File: config.mk
export PLATFORM = sky130hd
export DESIGN_NAME = bm5b_raster
export DESIGN_NICKNAME = d
export VERILOG_FILES = /design/src/sv/bm5b_pkg.sv /design/src/sv/bm5b_raster.sv
export SDC_FILE = /design/constraint.sdc
export NUM_CORES = 1
export LEC_CHECK = 0
export ABC_AREA = 1
export BUFFER_PORTS_ARGS = -buffer_cell sky130_fd_sc_hd__clkbuf_2
export CAP_MARGIN = 20
export CORE_MARGIN = 2
export CORE_UTILIZATION = 45
export CTS_CLUSTER_DIAMETER = 200
export DETAILED_ROUTE_END_ITERATION = 6
export PLACE_DENSITY_LB_ADDON = 0.12
export RECOVER_POWER = 50
export SYNTH_ARGS = -nofsm -noshare
export SYNTH_HDL_FRONTEND = slang
export SYNTH_SLANG_ARGS = --single-unit
File: constraint.sdc
create_clock -name clk -period 6 [get_ports clk]
set_input_delay 0.3 -clock clk [delete_from_list [all_inputs] [get_ports clk]]
set_output_delay 0.3 -clock clk [all_outputs]
set_load 0.05 [all_outputs]
File: src/sv/bm5b_pkg.sv
`timescale 1ns / 1ps
// ----------------------------------------------------------------------------
// bm5b_pkg
// widths, reset values, register codes and shared types of the 5x5 box mean
// ----------------------------------------------------------------------------
package bm5b_pkg;

    localparam int MAX_WIDTH_DEF = 1024;

    localparam int SAMPLE_W   = 8;
    localparam int WIDTH_W    = 11;
    localparam int HEIGHT_W   = 12;
    localparam int THR_W      = 8;
    localparam int ROW_W      = 12;
    localparam int CCOL_W     = 10;
    localparam int CFG_IDX_W  = 2;
    localparam int CFG_DATA_W = 12;

    localparam int WIN       = 5;
    localparam int WIN_AREA  = WIN * WIN;
    localparam int HALF_WIN  = WIN / 2;
    localparam int LINES     = WIN - 1;
    localparam int SLOT_W    = $clog2(LINES);
    localparam int WORD_W    = LINES * SAMPLE_W;
    localparam int COLSUM_W  = $clog2(WIN * 255 + 1);
    localparam int SUM_W     = $clog2(WIN_AREA * 255 + 1);

    // widest line the width register can describe
    localparam int WIDTH_LIMIT = (1 << WIDTH_W) - 1;

    localparam logic [WIDTH_W-1:0]  WIDTH_RESET  = 11'd640;
    localparam logic [HEIGHT_W-1:0] HEIGHT_RESET = 12'd480;
    localparam logic [THR_W-1:0]    THR_RESET    = 8'd128;

    localparam logic [SAMPLE_W-1:0] WHITE = 8'd255;
    localparam logic [SAMPLE_W-1:0] BLACK = 8'd0;

    typedef enum logic [CFG_IDX_W-1:0] {
        CFG_IMAGE_WIDTH    = 2'd0,
        CFG_IMAGE_HEIGHT   = 2'd1,
        CFG_MEAN_THRESHOLD = 2'd2
    } cfg_index_t;

    // window centre of one transaction, carried down the pipeline
    typedef struct packed {
        logic              center_valid;
        logic [ROW_W-1:0]  center_row;
        logic [CCOL_W-1:0] center_col;
        logic [SLOT_W-1:0] slot;
    } pos_t;

endpackage

File: src/sv/bm5b_raster.sv
`timescale 1ns / 1ps
// ----------------------------------------------------------------------------
// bm5b_raster
// raster column and row counters and the window centre position
// ----------------------------------------------------------------------------
module bm5b_raster #(
    parameter int LINE_DEPTH = bm5b_pkg::MAX_WIDTH_DEF,
    parameter int COL_W      = $clog2(bm5b_pkg::MAX_WIDTH_DEF)
) (
    input  logic                          clk,
    input  logic                          rst_n,
    input  logic                          step,
    input  logic [bm5b_pkg::WIDTH_W-1:0]  image_width,
    input  logic [bm5b_pkg::HEIGHT_W-1:0] image_height,
    output logic [COL_W-1:0]              col,
    output bm5b_pkg::pos_t                pos
);

    localparam int CX_W = bm5b_pkg::WIDTH_W + 1;
    localparam int RX_W = bm5b_pkg::ROW_W + 1;

    logic [COL_W-1:0]              col_reg, col_next;
    logic [bm5b_pkg::ROW_W-1:0]    row_reg, row_next;
    logic [bm5b_pkg::WIDTH_W-1:0]  eff_w;
    logic [bm5b_pkg::HEIGHT_W-1:0] eff_h;
    logic [CX_W-1:0]               col_x, w_x, cc_x;
    logic [RX_W-1:0]               row_x, h_x, cr_x;
    logic                          col_last, row_last;
    logic                          col_ge2, row_ge2, row_ge3;

    always_comb
    begin
        if (image_width > bm5b_pkg::WIDTH_W'(LINE_DEPTH))
        begin
            eff_w = bm5b_pkg::WIDTH_W'(LINE_DEPTH);
        end
        else if (image_width == '0)
        begin
            eff_w = bm5b_pkg::WIDTH_W'(1);
        end
        else
        begin
            eff_w = image_width;
        end
        eff_h = (image_height == '0) ? bm5b_pkg::HEIGHT_W'(1) : image_height;
    end

    assign col_x = CX_W'(col_reg);
    assign w_x   = CX_W'(eff_w);
    assign row_x = RX_W'(row_reg);
    assign h_x   = RX_W'(eff_h);

    assign col_last = (col_x + CX_W'(1)) >= w_x;
    assign row_last = (row_x + RX_W'(1)) >= h_x;

    always_comb
    begin
        col_next = col_reg;
        row_next = row_reg;
        if (step)
        begin
            if (col_last)
            begin
                col_next = '0;
                row_next = row_last ? '0 : bm5b_pkg::ROW_W'(row_x + RX_W'(1));
            end
            else
            begin
                col_next = col_reg + COL_W'(1);
            end
        end
    end

    always_ff @(posedge clk or negedge rst_n)
    begin
        if (!rst_n)
        begin
            col_reg <= '0;
            row_reg <= '0;
        end
        else
        begin
            col_reg <= col_next;
            row_reg <= row_next;
        end
    end

    // centre sits two columns back, borrowing a row at the line start, then two rows up
    assign col_ge2 = col_x >= CX_W'(bm5b_pkg::HALF_WIN);
    assign row_ge2 = row_x >= RX_W'(bm5b_pkg::HALF_WIN);
    assign row_ge3 = row_x >= RX_W'(bm5b_pkg::HALF_WIN + 1);

    always_comb
    begin
        if (col_ge2)
        begin
            cc_x = col_x - CX_W'(bm5b_pkg::HALF_WIN);
            cr_x = row_ge2 ? row_x - RX_W'(bm5b_pkg::HALF_WIN)
                           : row_x + h_x - RX_W'(bm5b_pkg::HALF_WIN);
        end
        else
        begin
            cc_x = col_x + w_x - CX_W'(bm5b_pkg::HALF_WIN);
            cr_x = row_ge3 ? row_x - RX_W'(bm5b_pkg::HALF_WIN + 1)
                           : row_x + h_x - RX_W'(bm5b_pkg::HALF_WIN + 1);
        end
    end

    // interior: centre at least two from every edge, reduced to the input position
    assign pos.center_valid = (col_x >= CX_W'(2 * bm5b_pkg::HALF_WIN)) && (col_x < w_x)
                           && (row_x >= RX_W'(2 * bm5b_pkg::HALF_WIN)) && (row_x < h_x);
    assign pos.center_row   = cr_x[bm5b_pkg::ROW_W-1:0];
    assign pos.center_col   = cc_x[bm5b_pkg::CCOL_W-1:0];
    assign pos.slot         = row_reg[bm5b_pkg::SLOT_W-1:0];
    assign col              = col_reg;

endmodule

Word level (Yosys, flattened, before mapping) --
Cells that the tools add are included. Widths: inputs -> output; s select.
Word-level totals: memory bits (writable) 0, output and inout bits 35, memories 0, word-level logic and storage cells 38, bits in latches 0, bits of input ports 26, bits in read-only memories 0, flip-flop bits (word level) 22
Cells by class: mux-type cells 9, $mul 0, divide/modulo/power cells 0, equality and inequality tests 0, order comparisons 10, $add $sub $neg 11, shift operators 0, bitwise operators 0, reductions and logical operators 6
Operators with widths (count):
- $mux 12 | 5
- $sub 12x2->12 const B | 4
- $ge 12x2->1 const B | 2
- $mux 11 | 2
- $mux 10 | 2
- $sub 10x2->10 const B | 2
- $add 12x1->13 const B | 1
- $ge 13x12->1 | 1
- $add 12x12->12 | 1
- $ge 12x3->1 const B | 1
- $logic_not 12->1 | 1
- $lt 12x12->1 | 1
- $add 10x1->11 const B | 1
- $ge 11x11->1 | 1
- $gt 11x11->1 const B | 1
- $logic_not 11->1 | 1
- $lt 10x11->1 | 1
- $add 10x1->10 const B | 1
- $add 10x10->10 | 1
- $ge 10x2->1 const B | 1
- $ge 10x3->1 const B | 1
- $logic_and 1x1->1 | 3
- $reduce_and 2->1 | 1

Longest topological paths before layout --
word-level depth 7, mapped depth 21, depth with buffers taken out 21

Worst setup path before layout --
Ideal clock, no wire load.
path kind input -> output, start in image_width[9] (netlist name), end out pos[24] (netlist name), cell stages on the path 12, buffers on the path 0, setup slack 2053 ps, arrival time 3647 ps, data required time 5700 ps, cell sequence or4_1 nor4_1 nor2_1 inv_2 nand2_1 ha_1 inv_1 a21oi_1 o31ai_1 nand3_1 o2111ai_1 nor4_1
RTL lines:
- start, declared | RTL line bm5b_raster.sv:13 | input logic [bm5b_pkg::WIDTH_W-1:0] image_width,
- end, declared | RTL line bm5b_raster.sv:16 | output bm5b_pkg::pos_t pos

==> run_results.csv <==
group,metric,value,unit
floorplanning,initial_utilization,45.9,%
synth,yosys_warnings,0,
clocking,hold_buffers,0,
route,routed-via-count,5221,
route,via_per_inst,5.40,
setup_path,end_kind,"primary output",
route,drt_wl_total,14800,um
sta,max_slew_margin,20.1,%
finish,most-common-layout-cells,"nand2_1, inv_1, ha_1",
floorplanning,num_rows,38,
synth,synth_seq_cells,22,
clocking,ctsResizeCount,0,
floorplanning,fp.coreArea,10800,um2
synth,seq_area_frac_synth,11.1,%
synth,syn-cell-area,4950,um2
synth,synth_flop_cell,"dfrtp_1",
clocking,cts.path.max_buffers,2,
sta,finalSetupViolCount,0,
clocking,cts_setup_buffers,0,
grt,antenna_found_initial,0,
grt,grt_pass1_wl,24700,um
setup_path,critPathLaunchType,"input pin",
route,routedWlPerCell,15.4,um
setup_path,worst_ep_arrival_time,3.93,ns
synth,synth_nets,904,
floorplanning,die_area,11900,um2
clocking,cts_root_buffer,"clkbuf_8",
sta,rsz0062_at_grt,"no",
clocking,cts_tree,"done",
placement,place.gp.congestion,0.921,
synth,yosys.area.top_type,"ha_1",
placement,io_buffers,60,
route,drt_iter0_drc,362,
placement,hpwl,12400,um
sta,skew,0.000599,ns
clocking,clk_pin_slew,0.08,ns
grt,grtUsageTotal,26.1,%
synth,synth_top_area_share,21.5,%
setup_path,critPathMaxFanout,8,
floorplanning,die_h,109,um
finish,largest_register_ffs,12,
grt,grt_max_degree,23,
synth,yosysUniqueCellTypes,48,
synth,netlist_top_cells_area,"ha_1, nand2_1, dfrtp_1, inv_1, nand3_1",
synth,synthCells,791,
finish,area_growth,7.71,%
synth,synth-edff-count,0,
sta,tns,0,ns
sta,min_period_over_period,70.5,%
setup_path,cp-startpoint,"image_width[9]",
setup_path,r2r-start,"col[1]$_DFFE_PN0P_",
clocking,numCtsBuffers,3,
sta,period_needed,4.23,ns
clocking,clock_sinks,22,
outcome,outcome,"finished, final reports clean",
grt,grt_pass1_vias,5138,
sta,slew_viol_final,0,
sta,tightest_slew,1.20,ns
synth,synth_area_per_cell,6.26,um2
clocking,worstSkewPairLatency,0.28,ns
setup_path,required,5.70,ns
setup_path,path_class,"in2out",
sta,timing.fmax,0.236,GHz
sta,finalHoldViolCount,0,
route,drc,0,
synth,ys_async_sr_fraction,100,%
clocking,htreeDepth,1,
hold_path,hold_path_class,"in2async",
route,ant_nets,0,
job,drv_cap,0,
floorplanning,dieWidth,109,um
finish,antennaDiodeCount,0,
grt,overflow,0,
floorplanning,io_pins,61,
finish,drive_gt1_share,9.08,%
finish,final_common_cell,"nand2_1",
route,dr.pass1.iters,7,
finish,final_nets,940,
[final timing paths]
check,end,slack (ns),depth (start not counted)
worst max-delay path,pos[11],1.77,23
worst min-delay path,col[0]$_DFFE_PN0P_,0.24,1
worst min register to register,row_reg[2]$_DFFE_PN0P_,0.69,2
min in group clk,col[0]$_DFFE_PN0P_,0.50,2
worst max register to register,row_reg[3]$_DFFE_PN0P_,1.98,15
max in group asynchronous,row_reg[5]$_DFFE_PN0P_,5.05,1
[final cells by class]
type                       count  area (um2)
sequential                    22         551
multi-input combinational    619        3790
timing repair buffer          62         294
tap                          140         175
clock inverter                 1        30.0
inverter                     119         447
clock buffer                   3        41.3
fill                        1134        5460
[per-stage QoR]
stage               hold WS, ns  util (%)  cell area (um2)  setup WS (ns)  instances
floorplan               0.00441         -             4950           2.05        791
global placement          0.312      48.9             5280           1.83        962
detailed placement        0.314      48.9             5280           1.79        962
CTS                      0.0131      49.6             5350           1.78        966
global route              0.363      49.4             5330           1.44        966
finish                    0.242      49.4             5330           1.77        966
[metal layers]
| layer | wire length, um | share of wire (%) | global-route usage (%) | vias to the layer above |
|---|---|---|---|---|
| met5 | 0 | 0 | 0 | - |
| met4 | 431 | 2.9 | 10.5 | 0 |
| met3 | 576 | 3.9 | 1.26 | 31 |
| met2 | 6940 | 47 | 44.9 | 155 |
| met1 | 6900 | 46 | 34.2 | 2367 |
| li1 | - | - | - | 2668 |
[synthesized netlist by cell type (4+ instances only)]
master / n
o21ai_0: 50
buf_4: 6
nor2_1: 74
nand2_2: 5
o211ai_1: 5
xnor2_1: 4
ha_1: 85
inv_1: 112
nor3_1: 13
o21ai_1: 7
xor2_1: 33
buf_2: 9
nor4_1: 5
nand2_1: 166
a21oi_1: 46
clkbuf_1: 13
inv_2: 5
nand4_1: 28
dfrtp_1: 22
nand3_1: 60
[kinds of logic after synthesis]
logic type | count (synthesis) | synth area share, %
flip-flops | 22 | 11.1
multiplexers | 1 | 0.202
AND/OR/NAND/NOR | 369 | 33.4
AO/OA/AOI/OAI | 124 | 13.9
XOR/XNOR | 38 | 6.87
adder cells (fa/ha/maj) | 87 | 22.3
buffers and inverters | 150 | 12.2
[worst max-delay path, stage by stage]
cell,delay (ns)
clkbuf_2,0.09
or4_1,0.51
nor4_1,0.32
nor2_1,0.11
inv_2,0.12
nand2_1,0.14
ha_1,0.32
inv_1,0.06
ha_1,0.16
inv_1,0.06
fa_1,0.40
o21ai_0,0.27
nand2_1,0.08
nand2_1,0.07
nand2_1,0.04
nand2_1,0.06
nand2_1,0.07
nand2_1,0.06
a21oi_1,0.08
and2_1,0.14
o21ai_0,0.14
nand2_1,0.08
clkbuf_2,0.24
Power is left out: the tool's default activity adds up to more than one toggle a clock period on the data nets, which glitch-free logic cannot reach.
