File: src/sv/bm5b_pkg.sv
`timescale 1ns / 1ps
// ----------------------------------------------------------------------------
// bm5b_pkg
// widths, reset values, register codes and shared types of the 5x5 box mean
// ----------------------------------------------------------------------------
package bm5b_pkg;

    localparam int MAX_WIDTH_DEF = 1024;

    localparam int SAMPLE_W   = 8;
    localparam int WIDTH_W    = 11;
    localparam int HEIGHT_W   = 12;
    localparam int THR_W      = 8;
    localparam int ROW_W      = 12;
    localparam int CCOL_W     = 10;
    localparam int CFG_IDX_W  = 2;
    localparam int CFG_DATA_W = 12;

    localparam int WIN       = 5;
    localparam int WIN_AREA  = WIN * WIN;
    localparam int HALF_WIN  = WIN / 2;
    localparam int LINES     = WIN - 1;
    localparam int SLOT_W    = $clog2(LINES);
    localparam int WORD_W    = LINES * SAMPLE_W;
    localparam int COLSUM_W  = $clog2(WIN * 255 + 1);
    localparam int SUM_W     = $clog2(WIN_AREA * 255 + 1);

    // widest line the width register can describe
    localparam int WIDTH_LIMIT = (1 << WIDTH_W) - 1;

    localparam logic [WIDTH_W-1:0]  WIDTH_RESET  = 11'd640;
    localparam logic [HEIGHT_W-1:0] HEIGHT_RESET = 12'd480;
    localparam logic [THR_W-1:0]    THR_RESET    = 8'd128;

    localparam logic [SAMPLE_W-1:0] WHITE = 8'd255;
    localparam logic [SAMPLE_W-1:0] BLACK = 8'd0;

    typedef enum logic [CFG_IDX_W-1:0] {
        CFG_IMAGE_WIDTH    = 2'd0,
        CFG_IMAGE_HEIGHT   = 2'd1,
        CFG_MEAN_THRESHOLD = 2'd2
    } cfg_index_t;

    // window centre of one transaction, carried down the pipeline
    typedef struct packed {
        logic              center_valid;
        logic [ROW_W-1:0]  center_row;
        logic [CCOL_W-1:0] center_col;
        logic [SLOT_W-1:0] slot;
    } pos_t;

endpackage

File: src/sv/bm5b_window.sv
`timescale 1ns / 1ps
// ----------------------------------------------------------------------------
// bm5b_window
// 5x5 window sum from the five newest column sums and the threshold decision
// ----------------------------------------------------------------------------
module bm5b_window (
    input  logic                          clk,
    input  logic                          rst_n,
    input  logic                          shift,
    input  logic [bm5b_pkg::COLSUM_W-1:0] col_sum,
    input  logic [bm5b_pkg::THR_W-1:0]    mean_threshold,
    input  logic                          center_valid,
    output logic [bm5b_pkg::SAMPLE_W-1:0] binary_value
);

    logic [bm5b_pkg::COLSUM_W-1:0] col_sums_reg  [bm5b_pkg::WIN];
    logic [bm5b_pkg::COLSUM_W-1:0] col_sums_next [bm5b_pkg::WIN];
    logic [bm5b_pkg::SUM_W-1:0]    total_next;
    logic [bm5b_pkg::SUM_W-1:0]    thr_scaled;

    // oldest column leaves, newest enters; the total is rebuilt from the five
    // columns so a stale column never lingers in it
    always_comb
    begin
        for (int i = 0; i < bm5b_pkg::WIN - 1; i++)
        begin
            col_sums_next[i] = col_sums_reg[i+1];
        end
        col_sums_next[bm5b_pkg::WIN-1] = col_sum;
        total_next = '0;
        for (int i = 0; i < bm5b_pkg::WIN; i++)
        begin
            total_next = total_next + bm5b_pkg::SUM_W'(col_sums_next[i]);
        end
    end

    always_ff @(posedge clk or negedge rst_n)
    begin
        if (!rst_n)
        begin
            for (int i = 0; i < bm5b_pkg::WIN; i++)
            begin
                col_sums_reg[i] <= '0;
            end
        end
        else if (shift)
        begin
            col_sums_reg <= col_sums_next;
        end
    end

    // sum / 25 >= t is the same as sum >= 25 * t
    assign thr_scaled   = bm5b_pkg::SUM_W'(mean_threshold)
                        * bm5b_pkg::SUM_W'(bm5b_pkg::WIN_AREA);
    assign binary_value = (center_valid && (total_next >= thr_scaled))
                        ? bm5b_pkg::WHITE : bm5b_pkg::BLACK;

endmodule

File: config.mk
export PLATFORM = sky130hd
export DESIGN_NAME = bm5b_window
export DESIGN_NICKNAME = d
export VERILOG_FILES = /design/src/sv/bm5b_pkg.sv /design/src/sv/bm5b_window.sv
export SDC_FILE = /design/constraint.sdc
export NUM_CORES = 1
export LEC_CHECK = 0
export ABC_AREA = 1
export BUFFER_PORTS_ARGS = -buffer_cell sky130_fd_sc_hd__buf_2
export CAP_MARGIN = 5
export CORE_ASPECT_RATIO = 2
export CORE_MARGIN = 10
export CORE_UTILIZATION = 24
export CTS_CLUSTER_DIAMETER = 100
export DETAILED_ROUTE_END_ITERATION = 8
export MAX_ROUTING_LAYER = met4
export PLACE_DENSITY = 0.51
export SYNTH_ARGS = -nofsm -noshare
export SYNTH_HDL_FRONTEND = slang
export SYNTH_SLANG_ARGS = --single-unit
File: constraint.sdc
create_clock -name clk -period 7.3 [get_ports clk]
set_clock_uncertainty 0.1 [all_clocks]
set_input_delay 1.46 -clock clk [delete_from_list [all_inputs] [get_ports clk]]
set_output_delay 1.46 -clock clk [all_outputs]
set_load 0.005 [all_outputs]
# Word level (Yosys, flattened, before mapping)
# Cells that the tools add are included.
# word_totals
regBits	44
output_inout_bits	8
wordCells	12
# classes
addsub	4
multipliers	1
n_lt_le_gt_ge	1
mux	1
reduce_logical	1
# op_table
operator	n
13-bit by 11-bit adder with 13-bit output	2
12-bit by 11-bit adder with 13-bit output	1
13-bit greater-or-equal comparator	1
8-bit by 5-bit multiplier with 13-bit output (second input constant)	1
11-bit by 11-bit adder with 12-bit output	1
8-bit two-way mux	1
1-bit logical AND	1

# Logic depth before layout (Yosys ltp)
# Gate-level depths: netlist of run 1.
# depth
word_depth	7
mapped_depth	24
ltp_nobuf	23

# Least setup slack after synthesis of run 1
# No wires, ideal clock.
# synth_path
path_type	input port to output port
from	in col_sum[6] (netlist bit)
to	out binary_value[1] (netlist bit)
arrival_time_ns	5.201
required_ns	5.740
path_slack_ns	0.539
cell_stages	22
cell_sequence	inv_1 fa_1 inv_1 fa_1 inv_1 fa_1 inv_1 ha_1 a21oi_1 nand2_1 nand2_1 nand3_1 nand2_1 nand2_1 ha_1 nand2_1 nor2_1 inv_1 nor2_1 nand2_1 a21oi_1 buf_4
# synth_between
elab_chain_len	4
# synth_rtl
item	line	text
from (decl)	bm5b_window.sv:10	input logic [bm5b_pkg::COLSUM_W-1:0] col_sum,
13-bit by 11-bit adder with 13-bit output	bm5b_window.sv:33	total_next = total_next + bm5b_pkg::SUM_W'(col_sums_next[i]);
13-bit greater-or-equal comparator	bm5b_window.sv:55	assign binary_value = (center_valid && (total_next >= thr_scaled))
1-bit logical AND	bm5b_window.sv:55	
8-bit two-way mux	bm5b_window.sv:56	? bm5b_pkg::WHITE : bm5b_pkg::BLACK;
to (decl)	bm5b_window.sv:13	output logic [bm5b_pkg::SAMPLE_W-1:0] binary_value
# Every way passes these cells.

# Worst setup path after layout of run 1
# layout_path
from	in col_sum[1] (netlist bit)
to	out binary_value[6] (netlist bit)
# The elaborated chain is that of the path after synthesis.

==> impl_metrics.tcl, run 1 <==
set metrics [dict create \
    synth_enable_flop_cells 0 \
    grt_pass1_wl_um 13800 \
    numCtsBuffers 5 \
    ir_worst_vdd_uv 142 \
    synth_ff_type "dfrtp_1" \
    synth_nets 635 \
    synthTopCellsByCount "inv_1 (131), nand2_1 (108), ha_1 (56)" \
    ys_types 22 \
    grt_max_degree 89 \
    avgSynthCellArea_sq_um 8.05 \
    vias 3083 \
    dr.pass1.iters 4 \
    timing.fmax_mhz 143 \
    post-route-period-util_pct 95.5 \
    drtAntennaViolNets 0 \
    cp.required_ns 5.74 \
    path_clk_slew_ns 0.06 \
    path_cells "buf_2, fa_1, fa_1, fa_1, ha_1, fa_1, nand2_1, nand3_2, nand3_1, a21o_1, nand2_1, ha_1, nand2_1, nor2_1, inv_1, nor2_1, nand2_1, a21oi_1, buf_4, buf_2" \
    synth_area_sq_um 4190 \
    num_io_pins 31 \
    dp_hpwl_um 6820 \
    reg2reg_depth 2 \
    leakage_nw 2.61 \
    cts.sinks 44 \
    seqCellArea_sq_um 1100 \
    core-area_sq_um 17200 \
    antenna_found_initial 0 \
    synthCells 521 \
    pwr-share-clk_pct 13.5 \
    end_kind "primary output" \
    worst_pin_slew_ns 0.761 \
    crit_buf_inv 4 \
    hold_viol 0 \
    crit_type "in2out" \
    cts_root_buf "clkbuf_16" \
    vias_per_cell 4.08 \
    drive_gt1_share_pct 8.99 \
    stdcell_count 755 \
    yosysSeqAreaShare_pct 26.3 \
    post-cts-setup-buffer-count 0 \
    tns_ns 0 \
    fillers 1932 \
    min_delay_path_depth 2 \
    ys_ff_latch 44 \
    min_to "col_sums_next[27]" \
    status "completed" \
    power_density_nw_per_um2 401 \
    hold_path_class "reg2reg" \
    rsz0062_at_grt "false" \
    drv_slew 0 \
    drv_cap 0 \
    worst-path-max-fanout 8 \
    start_kind "input port" \
    multiInputGateArea_sq_um 2500 \
    p_comb_share_pct 71.1 \
    insertedDiodeCount 0 \
    maxSlewHeadroom_pct 49.3 \
    p_sw_mw 0.903 \
    start_util_pct 24.4 \
    reg2reg_to "col_sums_next[53]" \
    post-route-drc-count 0 \
    yosys_warnings 0 \
    grt_pass1_vias 3129 \
    wl_per_cell_um 10.5 \
    crit_arrival_ns 5.41 \
    largest_reg_flops 44 \
    clock_path_buffers 2 \
    synth_area_leader_cell "dfrtp_1" \
    grt_usage_pct 7.31 \
    gp_congestion 0.802 \
    seqPwrFrac_pct 15.4 \
    intPower_mw 0.982 \
    yosys.area.top_type_share_pct 26.3 \
    cpPeakStageDelay_ns 0.56 \
    critical_path.top_delay_family "adder cells" \
    netlist_top_cells_area "dfrtp_1 (26%), fa_1 (17%), ha_1 (17%)" \
    yosysMostFrequentCell "inv_1" \
    p_sw_share_pct 47.9 \
    die_area_sq_um 23500 \
    clock_latency_ns 0.29 \
    hold_ws_ns 0.386 \
    htreeDepth 2 \
    worstHoldStart "col_sums_next[16]" \
    die_h_um 207 \
    place_ws_ns 0.250 \
    num_rows 68 \
    overflow 0 \
    cts_tree "built" \
    r2r_slack_ns 6.47 \
    finalSetupViolations 0 \
    synth-async-reset-ratio_pct 100 \
    fin_nets 658 \
    drt_wl_total_um 7960 \
    crit-reg2reg-launch "col_sums_next[42]" \
    fin_crit_ns 6.97 \
    setup_ws_ns 0.331 \
    initialDrtViolationCount 90 \
    slowest_stage "fa_1" \
    port_buffers 30 \
    placed_cells 747 \
    die_w_um 113 \
    synthToLayoutAreaGrowth_pct 12.0 \
]
==> final cells by class <==
cell class	count	area share (%)
Multi-Input combinational cell	329	53.3
Sequential cell	44	23.5
Inverter	131	10.5
Tap cell	210	5.60
Timing Repair Buffer	33	3.68
Clock buffer	6	2.75
Clock inverter	2	0.746
==> stage by stage <==
stage / area, sq um / power (mW) / utilization, %
3_5_place_dp: 4520 / 1.66 / 26.3
5_1_grt: 4690 / 2.16 / 27.3
3_3_place_gp: 4520 / 1.66 / 26.3
2_1_floorplan: 4190 / 1.38 / -
4_1_cts: 4690 / 1.93 / 27.3
6_report: 4690 / 1.88 / 27.3
==> worst register-to-register path: stages (launching register included) <==
cell	delay (ns)
dfrtp_1	0.42
nand2_1	0.08
o21ai_0	0.08
==> timing repair <==
action,4_1_cts,5_1_grt
setup endpoints to repair,0,8
resized for setup,0,2
hold buffers,0,0
==> power groups by stage <==
| stage | Combinational (mW) | Clock (mW) | Sequential (mW) |
|---|---|---|---|
| floorplan | 1.09 | 0 | 0.292 |
| global placement | 1.37 | 0 | 0.295 |
| detailed placement | 1.37 | 0 | 0.295 |
| CTS | 1.38 | 0.266 | 0.291 |
| global route | 1.59 | 0.273 | 0.295 |
| finish | 1.34 | 0.254 | 0.290 |
==> placed cells by master (no fill, tap or decap) <==
cell / synthesis / layout
inv_1: 131 / 131
or2_1: 1 / 1
buf_4: 9 / 3
o21ai_2: 2 / 2
clkbuf_1: 4 / 1
o21bai_1: 2 / 2
nor2_2: 0 / 1
nand4_1: 3 / 3
nand3_1: 15 / 15
o21ai_0: 32 / 32
nor2_1: 28 / 27
clkbuf_16: 0 / 5
xor2_1: 4 / 4
xnor2_1: 6 / 6
ha_1: 56 / 56
clkinv_2: 0 / 1
bufinv_16: 0 / 1
a21o_1: 1 / 1
nand2_2: 2 / 2
nand2_1: 108 / 108
buf_2: 4 / 30
dfrtp_1: 44 / 44
fa_1: 35 / 35
nand3_2: 2 / 2
a21oi_2: 1 / 2
a21oi_1: 31 / 30
==> worst max path at each step <==
stage          slack [ns]  depth (start not counted)  startpoint               to
6_report             0.33                         20  col_sum[1]  binary_value[6]
5_1_grt              0.03                         23  col_sum[4]  binary_value[4]
4_1_cts              0.25                         20  col_sum[1]  binary_value[6]
3_5_place_dp         0.25                         20  col_sum[1]  binary_value[6]
3_3_place_gp         0.26                         20  col_sum[1]  binary_value[2]
2_1_floorplan        0.54                         22  col_sum[6]  binary_value[1]
==> routing by layer <==
metal | vias to the layer above | track usage, % | wire length [um]
li1 | 1617 | - | -
met1 | 1429 | 7.22 | 3120
met2 | 24 | 13.6 | 4510
met3 | 13 | 0.666 | 89
met4 | 0 | 4.14 | 241
met5 | - | - | 0
==> cell families (layout without fill, tap and decap cells) <==
| group | count (synthesis) | count (layout) | share of synthesized area, % |
|---|---|---|---|
| fa+ha+maj | 91 | 91 | 33.4 |
| xor+xnor | 10 | 10 | 2.09 |
| simple gates | 159 | 159 | 15.3 |
| buf+inv | 148 | 172 | 14.2 |
| flops | 44 | 44 | 26.3 |
| compound gates | 69 | 69 | 8.69 |
(Power assumes the default switching activity.)
==> inputs of run 2 (changes only) <==
MAX_ROUTING_LAYER = unset   (was met4)
==> impl_metrics.tcl, run 2 (synthesis results as in run 1) <==
set metrics [dict create \
    fin_nets 658 \
    placed_cells 747 \
    hold_path_class "reg2reg" \
    design_area_sq_um 4690 \
    rsz0062_at_grt "false" \
    tns_ns 0 \
    vias 3078 \
    drv_slew 0 \
    htreeDepth 2 \
    clock_path_buffers 2 \
    clock_latency_ns 0.29 \
    fin_crit_ns 6.97 \
    path_clk_slew_ns 0.06 \
    grt_pass1_vias 3128 \
    place_ws_ns 0.250 \
    r2r_slack_ns 6.47 \
    post-route-drc-count 0 \
    num_io_pins 31 \
    antenna_found_initial 0 \
    post-cts-setup-buffer-count 0 \
    worst_pin_slew_ns 0.762 \
    wl_per_cell_um 10.5 \
    ir_worst_vdd_uv 142 \
    stdcell_count 755 \
    drive_gt1_share_pct 8.99 \
    status "completed" \
    cts_tree "built" \
    power_density_nw_per_um2 401 \
    num_rows 68 \
    end_kind "primary output" \
    drtAntennaViolNets 0 \
    post-route-period-util_pct 95.5 \
    reg2reg_depth 2 \
    drv_cap 0 \
    gp_congestion 0.791 \
    numCtsBuffers 5 \
    cpPeakStageDelay_ns 0.56 \
    die_w_um 113 \
    cts_root_buf "clkbuf_16" \
    core-area_sq_um 17200 \
    hold_viol 0 \
    cts.sinks 44 \
    finalSetupViolations 0 \
    slowest_stage "fa_1" \
    start_util_pct 24.4 \
    min_to "col_sums_next[27]" \
    crit_arrival_ns 5.41 \
    grt_usage_pct 7.11 \
    drt_wl_total_um 7950 \
    leakage_nw 2.61 \
    initialDrtViolationCount 87 \
    crit_buf_inv 4 \
    vias_per_cell 4.08 \
    maxSlewHeadroom_pct 49.2 \
    crit-reg2reg-launch "col_sums_next[42]" \
    insertedDiodeCount 0 \
    largest_reg_flops 44 \
    worst-path-max-fanout 8 \
    power.total_mw 1.88 \
    worstHoldStart "col_sums_next[16]" \
    cp.required_ns 5.74 \
    timing.fmax_mhz 143 \
    path_cells "buf_2, fa_1, fa_1, fa_1, ha_1, fa_1, nand2_1, nand3_2, nand3_1, a21o_1, nand2_1, ha_1, nand2_1, nor2_1, inv_1, nor2_1, nand2_1, a21oi_1, buf_4, buf_2" \
    dp_hpwl_um 6820 \
    synthToLayoutAreaGrowth_pct 12.0 \
    grt_max_degree 89 \
    min_delay_path_depth 2 \
    overflow 0 \
    dr.pass1.iters 4 \
    final_cell_mix "inv_1 (131), nand2_1 (108), ha_1 (56)" \
    start_kind "input port" \
    reg2reg_to "col_sums_next[53]" \
    fin_util_pct 27.3 \
    setup_ws_ns 0.331 \
    critical_path.top_delay_family "adder cells" \
    die_area_sq_um 23500 \
    placed_area_sq_um 4520 \
    fillers 1932 \
    port_buffers 30 \
    grt_pass1_wl_um 13800 \
    crit_type "in2out" \
    layout_commonest_cell "inv_1" \
    hold_ws_ns 0.387 \
    cts_hold_buf 0 \
    die_h_um 207 \
]
-- run 2: cell counts in the layout (fill, tap and decap cells not counted) --
No cell type changed its count.
-- run 2: worst max-delay path by stage --
stage | start | slack, ns | endpoint | cells after the start
3_3_place_gp | col_sum[1] | 0.26 | binary_value[2] | 20
5_1_grt | col_sum[4] | 0.03 | binary_value[4] | 23
4_1_cts | col_sum[1] | 0.25 | binary_value[6] | 20
6_report | col_sum[1] | 0.33 | binary_value[6] | 20
3_5_place_dp | col_sum[1] | 0.25 | binary_value[6] | 20
2_1_floorplan | col_sum[6] | 0.54 | binary_value[1] | 22
-- run 2: repair_timing --
action	in CTS	in global routing
resized for setup	0	2
hold endpoints to repair	0	0
setup endpoints to repair	0	8
-- run 2: per-layer routing --
metal	vias up	part of all wire, %	GRT usage, %
met2	24	57	13.6
met3	12	1.6	0.839
met5	-	0	0
met1	1425	39	7.12
li1	1617	-	-
met4	0	3.0	4.14
-- run 2: final cells by class --
class | instances | area [sq um] | share of cell area (%)
multi-input combinational | 329 | 2500 | 53.3
sequential | 44 | 1100 | 23.5
inverter | 131 | 492 | 10.5
tap | 210 | 263 | 5.60
timing repair buffer | 33 | 173 | 3.68
clock buffer | 6 | 129 | 2.75
clock inverter | 2 | 35.0 | 0.746
-- run 2: power by group --
group | switching (mW) | leakage (nW) | internal [mW] | total [mW]
combinational | 0.792 | 2.01 | 0.548 | 1.34
clock | 0.0927 | 0.0808 | 0.161 | 0.254
sequential | 0.0177 | 0.525 | 0.272 | 0.290
total | 0.902 | 2.61 | 0.982 | 1.88
-- run 2: worst register-to-register path, cell delays in order, from the launching register on --
cell and delay, ns:
dfrtp_1 0.42, nand2_1 0.08, o21ai_0 0.08
